<file path="config.mk">
export PLATFORM = sky130hd
export DESIGN_NAME = run_free_word_encoder_top
export DESIGN_NICKNAME = d
export VERILOG_FILES = /design/src/rtl/core/rfwe_pkg.sv /design/src/rtl/core/rfwe_cmp_sub.sv /design/src/rtl/core/run_free_word_encoder_top.sv
export SDC_FILE = /design/constraint.sdc
export NUM_CORES = 1
export LEC_CHECK = 0
export BUFFER_PORTS_ARGS = -buffer_cell sky130_fd_sc_hd__buf_2
export CORE_MARGIN = 2
export CORE_UTILIZATION = 60
export DETAILED_ROUTE_END_ITERATION = 16
export PLACE_DENSITY = 0.9
export SKIP_LAST_GASP = 1
export SLEW_MARGIN = 20
export SYNTH_ARGS = -nofsm -noshare
export SYNTH_HDL_FRONTEND = slang
export SYNTH_HIERARCHICAL = 1
export SYNTH_SLANG_ARGS = --single-unit
export TNS_END_PERCENT = 100
</file>
<file path="constraint.sdc">
create_clock -name clk -period 9.8 [get_ports clk]
set_clock_uncertainty 0.2 [all_clocks]
set_input_delay 1.47 -clock clk [delete_from_list [all_inputs] [get_ports clk]]
set_output_delay 1.47 -clock clk [all_outputs]
set_load 0.02 [all_outputs]
</file>
<file path="src/rtl/core/rfwe_pkg.sv">
package rfwe_pkg;

  // fixed field widths
  localparam int IDX_W    = 32;
  localparam int LETTER_W = 5;

  // word length limit and default alphabet
  localparam int MAX_LETTERS       = 7;
  localparam int ALPHABET_SIZE_DEF = 26;

  // width of block counts and digit weights (26 * 25^6 needs 33 bits)
  localparam int CNT_W = 34;

  // length counter holds 1 .. MAX_LETTERS, table index 0 .. MAX_LETTERS-1
  localparam int LEN_W = $clog2(MAX_LETTERS + 1);
  localparam int TAB_W = $clog2(MAX_LETTERS);

  // integer power, evaluated at elaboration only
  function automatic logic [63:0] pow_of(input int base, input int e);
    logic [63:0] acc;
    acc = 64'd1;
    for (int i = 0; i < e; i++) begin
      acc = acc * 64'(base);
    end
    return acc;
  endfunction

endpackage

</file>
<file path="src/rtl/core/rfwe_cmp_sub.sv">
module rfwe_cmp_sub #(
  parameter int B_W = rfwe_pkg::CNT_W
) (
  input  logic [rfwe_pkg::IDX_W-1:0] a,
  input  logic [B_W-1:0]             b,
  output logic                       ge,
  output logic [rfwe_pkg::IDX_W-1:0] diff
);
  import rfwe_pkg::*;

  // compare against the wide operand, subtract only the low bits
  // (the high bits are zero whenever ge is set)
  assign ge   = {{B_W{1'b0}}, a} >= {{IDX_W{1'b0}}, b};
  assign diff = a - b[IDX_W-1:0];

endmodule

</file>
<file path="src/rtl/core/run_free_word_encoder_top.sv">
// the word length is searched first, then each letter is built bit by bit, one
// quotient bit per cycle unless the output stalls, through a single shared
// compare/subtract unit
// in_ready is high only while no index is being worked on; the last letter
// may still wait in the output register while the next index is taken
// reset: synchronous, active high, clears the sequencer and output valid
module run_free_word_encoder_top #(
  parameter int ALPHABET_SIZE = rfwe_pkg::ALPHABET_SIZE_DEF
) (
  input  logic                          clk,
  input  logic                          rst,
  input  logic                          in_valid,
  output logic                          in_ready,
  input  logic [rfwe_pkg::IDX_W-1:0]    index,
  output logic                          out_valid,
  input  logic                          out_ready,
  output logic [rfwe_pkg::LETTER_W-1:0] letter,
  output logic                          last
);
  import rfwe_pkg::*;

  localparam int RADIX1 = ALPHABET_SIZE - 1;
  localparam int DW     = CNT_W + LETTER_W - 1;
  localparam int BIT_W  = $clog2(LETTER_W);

  typedef enum logic [2:0] {
    S_IDLE = 3'b001,
    S_LEN  = 3'b010,
    S_DIG  = 3'b100
  } state_t;

  state_t                state, state_next;
  logic [IDX_W-1:0]      offset, offset_next;
  logic [LEN_W-1:0]      length, length_next;
  logic [LEN_W-1:0]      pos, pos_next;
  logic [BIT_W-1:0]      bit_sel, bit_sel_next;
  logic [LETTER_W-1:0]   quot, quot_next;
  logic [LETTER_W-1:0]   prev, prev_next;
  logic                  out_valid_r, out_valid_next;
  logic [LETTER_W-1:0]   letter_r, letter_next;
  logic                  last_r, last_next;

  // block sizes and digit weights per length, constant
  logic [CNT_W-1:0] count_tab  [MAX_LETTERS];
  logic [CNT_W-1:0] weight_tab [MAX_LETTERS];

  for (genvar e = 0; e < MAX_LETTERS; e++) begin : g_tab
    assign weight_tab[e] = CNT_W'(pow_of(RADIX1, e));
    assign count_tab[e]  = CNT_W'(64'(ALPHABET_SIZE) * pow_of(RADIX1, e));
  end

  // table lookups for the current length and letter position
  logic [TAB_W-1:0] len_idx;
  logic [TAB_W-1:0] exp_idx;
  logic [CNT_W-1:0] count_cur;
  logic [CNT_W-1:0] weight_cur;
  logic [DW-1:0]    trial;
  logic [DW-1:0]    operand;
  logic             ge;
  logic [IDX_W-1:0] diff;

  assign len_idx    = TAB_W'(length - LEN_W'(1));
  assign exp_idx    = TAB_W'(length - LEN_W'(1) - pos);
  assign count_cur  = count_tab[len_idx];
  assign weight_cur = weight_tab[exp_idx];
  assign trial      = DW'(weight_cur) << bit_sel;
  assign operand    = (state == S_LEN) ? DW'(count_cur) : trial;

  // shared compare/subtract unit
  rfwe_cmp_sub #(
    .B_W (DW)
  ) u_cmp_sub (
    .a    (offset),
    .b    (operand),
    .ge   (ge),
    .diff (diff)
  );

  // digit assembly and skip of the left neighbour
  logic [LETTER_W-1:0] quot_set;
  logic [LETTER_W-1:0] code;
  logic                out_free;
  logic                is_last;

  assign quot_set = quot | (LETTER_W'(ge) << bit_sel);
  assign out_free = !out_valid_r || out_ready;
  assign is_last  = (pos == length - LEN_W'(1));

  always_comb begin
    if (pos == '0) begin
      code = quot_set;
    end else if (quot_set < prev) begin
      code = quot_set;
    end else begin
      code = quot_set + LETTER_W'(1);
    end
  end

  // sequencer
  always_comb begin
    state_next     = state;
    offset_next    = offset;
    length_next    = length;
    pos_next       = pos;
    bit_sel_next   = bit_sel;
    quot_next      = quot;
    prev_next      = prev;
    letter_next    = letter_r;
    last_next      = last_r;
    out_valid_next = out_valid_r && !out_ready;

    unique case (state)
      S_IDLE: begin
        if (in_valid) begin
          offset_next = (index == '0) ? '0 : index - IDX_W'(1);
          length_next = LEN_W'(1);
          state_next  = S_LEN;
        end
      end
      S_LEN: begin
        if (ge && length < LEN_W'(MAX_LETTERS)) begin
          offset_next = diff;
          length_next = length + LEN_W'(1);
        end else begin
          // saturate past the last word of the longest length
          if (ge) begin
            offset_next = IDX_W'(count_cur - CNT_W'(1));
          end
          pos_next     = '0;
          bit_sel_next = BIT_W'(LETTER_W - 1);
          quot_next    = '0;
          state_next   = S_DIG;
        end
      end
      S_DIG: begin
        if (bit_sel != '0) begin
          if (ge) begin
            offset_next = diff;
          end
          quot_next    = quot_set;
          bit_sel_next = bit_sel - BIT_W'(1);
        end else if (out_free) begin
          if (ge) begin
            offset_next = diff;
          end
          letter_next    = code;
          last_next      = is_last;
          out_valid_next = 1'b1;
          prev_next      = code;
          pos_next       = pos + LEN_W'(1);
          bit_sel_next   = BIT_W'(LETTER_W - 1);
          quot_next      = '0;
          if (is_last) begin
            state_next = S_IDLE;
          end
        end
      end
      default: begin
        state_next = S_IDLE;
      end
    endcase
  end

  // control registers
  always_ff @(posedge clk) begin
    if (rst) begin
      state       <= S_IDLE;
      out_valid_r <= 1'b0;
    end else begin
      state       <= state_next;
      out_valid_r <= out_valid_next;
    end
  end

  // datapath registers
  always_ff @(posedge clk) begin
    offset   <= offset_next;
    length   <= length_next;
    pos      <= pos_next;
    bit_sel  <= bit_sel_next;
    quot     <= quot_next;
    prev     <= prev_next;
    letter_r <= letter_next;
    last_r   <= last_next;
  end

  assign in_ready  = (state == S_IDLE);
  assign out_valid = out_valid_r;
  assign letter    = letter_r;
  assign last      = last_r;

endmodule

</file>
==> metrics.txt <==
commonest non-fill, non-tap cell in the layout=nor2_1; most frequent cells in the layout=80 x nor2_1, 79 x a21oi_1, 75 x nand2_1; busiest layer in global routing=met2; met3 GRT Util=0.0456; minimum clock period=8.03 ns; first-pass GRT wire length=30400 um; fill count=947; setup TNS=0 ns; Yosys reg bits=56; crit path max fanout=18; PostCTS Resize Cnt=0; Final Max Slew Viols=0; RSZ-0062 raised after global routing=false; setup bufs post-CTS=0; max incr delay on CP=0.70 ns; Routability Congestion=1.02; CP max-delay cell=xnor2_2; Reg area=1640 um^2; critical path endpoint category=flip-flop; share of flip-flops with an asynchronous set or reset=0; GRT met1 Usage=0.434; synthesized area per cell=7.86 um^2; starting density of the core=0.616; vias in the first global route=6126; worst slew margin relative to its limit=0.306; via count=6712; final setup violating endpoints=0; area of the multi-input gates=4680 um^2; outcome=complete, no violations; Ys Warns=6; CTS max path bufs=2; clk slew on worst S/H paths=0.12 ns; number of flops mapped to enable cells by yosys=52; DIE AREA=12000 um^2; PD cells=133 nW/um^2; Fin. Hold Viols=0; Layout Nets=973; largest net degree at the start of global routing=43; Final Cycle Share=0.819; met2 GRT Util=0.517; share of the yosys chip area belonging to registers=0.245; I/O Buffers=43; global-route usage over all layers=0.325; post-DP HPWL=14900 um; final WL=19000 um; Crit path top cell by count=inv_1; vias per inst=6.60; core region area=10900 um^2; slew of the pin with the lowest slew margin=1.04 ns; Fmax=0.125 GHz; crit path DAT=7.92 ns; drt pass-1 iters=5; I/O pin cnt=44; Worst Setup Path Type=reg -> reg; Max Cap Viol=0; HP Class=reg -> reg; antenna viol nets, final=0; clock sinks=56; # H-tree levels=2; TritonCTS clock tree=done; drt drc=0; synth unique cells=78; flop2flop setup slack=1.77 ns; antenna violations before repair=0; clk root buf=clkbuf_8; total gr overflow=0; Post-Syn Area=6710 um^2; Worst-Skew Late Latency=0.34 ns; Critical Path RT=9.69 ns; wire per inst=18.7 um; cts hold-fix bufs=0; row count=38; share of cells above drive strength 1=0.0935; crit path launch type=flip-flop; Die Ht=110 um; initial drt markers=742; Post-Syn Instances=853; Die Wd=110 um; final hold slack=0.355 ns; CTS buffer count=5; peak supply drop=79.7 uV; Leakage=0.00283 uW; Syn-to-layout area delta=6.14%; main flop type after synthesis=edfxtp_1; Inserted Diodes=0
==> routing by layer <==
metal,up-vias,share of wire
met4,0,0.054
met5,-,0
met3,69,0.094
met1,3083,0.41
met2,412,0.44
li1,3148,-
==> worst max-delay path, delay by kind of cell, from the launching register on <==
| family | cells | cell delay [ns] |
|---|---|---|
| AOI/OAI and AO/OA | 9 | 1.93 |
| and+or+nand+nor | 7 | 1.92 |
| adders and majority gates | 4 | 1.46 |
| xor gates and xnor gates | 3 | 1.08 |
| buffers and inverters | 5 | 0.67 |
| DFF | 1 | 0.53 |
==> report_power, final <==
| group | internal [uW] | leakage (uW) | switching, uW | total [uW] |
|---|---|---|---|---|
| clock network | 77.8 | 0.0000600 | 89.6 | 167 |
| logic | 184 | 0.00225 | 302 | 486 |
| registers | 282 | 0.000517 | 8.66 | 291 |
| total | 544 | 0.00283 | 400 | 945 |
==> registers in the layout (all words and copies together), names as in the netlist <==
register / cells
bit_sel: 3
quot: 5
last: 1
state: 3
length: 3
offset: 32
letter: 5
pos: 3
out_valid: 1
==> cell type report <==
cell class              instances  area share
flip-flops and latches         56       0.231
repair buffers                 50      0.0376
clock buffers                   5     0.00967
well taps                     140      0.0246
inverters                      64      0.0338
multi-input cells             699       0.657
clock inverters                 3     0.00650
==> final timing paths <==
| kind | start | end | cells after the start |
|---|---|---|---|
| max | length[0] | letter[4] | 28 |
| min | state[1] | state[0] | 1 |
| max reg2reg | length[0] | letter[4] | 28 |
| min reg2reg | state[1] | state[0] | 1 |
==> through the flow <==
stage          worst slack (ns)  utilization  area, um^2  std cells  power, uW
3_5_place_dp               1.92        0.643        7000       1009        761
4_1_cts                    1.88        0.654        7120       1017        927
3_3_place_gp               2.17        0.643        7000       1009        755
5_1_grt                    1.25        0.654        7120       1017        996
2_1_floorplan              2.50            -        6710        855        657
6_report                   1.77        0.654        7120       1017        945
==> cells in the mapped netlist, types with 5 or more instances <==
cell | count | share of area
o21ai_0 | 68 | 0.051
xor2_1 | 16 | 0.021
a22oi_1 | 10 | 0.011
ha_1 | 59 | 0.11
edfxtp_1 | 52 | 0.23
nor2b_1 | 7 | 0.0065
a21oi_1 | 80 | 0.060
nand2_1 | 75 | 0.042
inv_1 | 61 | 0.034
or3_1 | 13 | 0.012
xnor2_1 | 47 | 0.061
o31ai_1 | 5 | 0.0056
nand3_1 | 18 | 0.013
nor3_1 | 21 | 0.016
o22ai_1 | 5 | 0.0047
clkbuf_1 | 19 | 0.011
a31oi_1 | 15 | 0.014
nor4_1 | 6 | 0.0056
nand2b_1 | 11 | 0.010
buf_4 | 6 | 0.0067
a21o_1 | 21 | 0.024
o21bai_1 | 5 | 0.0056
o21ai_1 | 10 | 0.0075
mux2i_1 | 10 | 0.015
nand4_1 | 9 | 0.0084
o221ai_1 | 6 | 0.0078
and2_1 | 8 | 0.0075
buf_2 | 9 | 0.0067
nor2_1 | 80 | 0.045
and3_1 | 12 | 0.011
o211ai_1 | 6 | 0.0067
==> kinds of logic (layout without fill, tap and decap cells) <==
| family | after synthesis | count (layout) | share of synthesized area |
|---|---|---|---|
| other | 1 | 3 | 0.000559 |
| muxes | 12 | 12 | 0.0188 |
| xor gates and xnor gates | 67 | 67 | 0.0937 |
| and+or+nand+nor | 280 | 280 | 0.207 |
| DFF | 56 | 56 | 0.245 |
| buffers and inverters | 100 | 122 | 0.0610 |
| adders and majority gates | 62 | 62 | 0.118 |
| AOI/OAI and AO/OA | 275 | 275 | 0.257 |
Note: power is estimated with default switching activity, not from simulation.
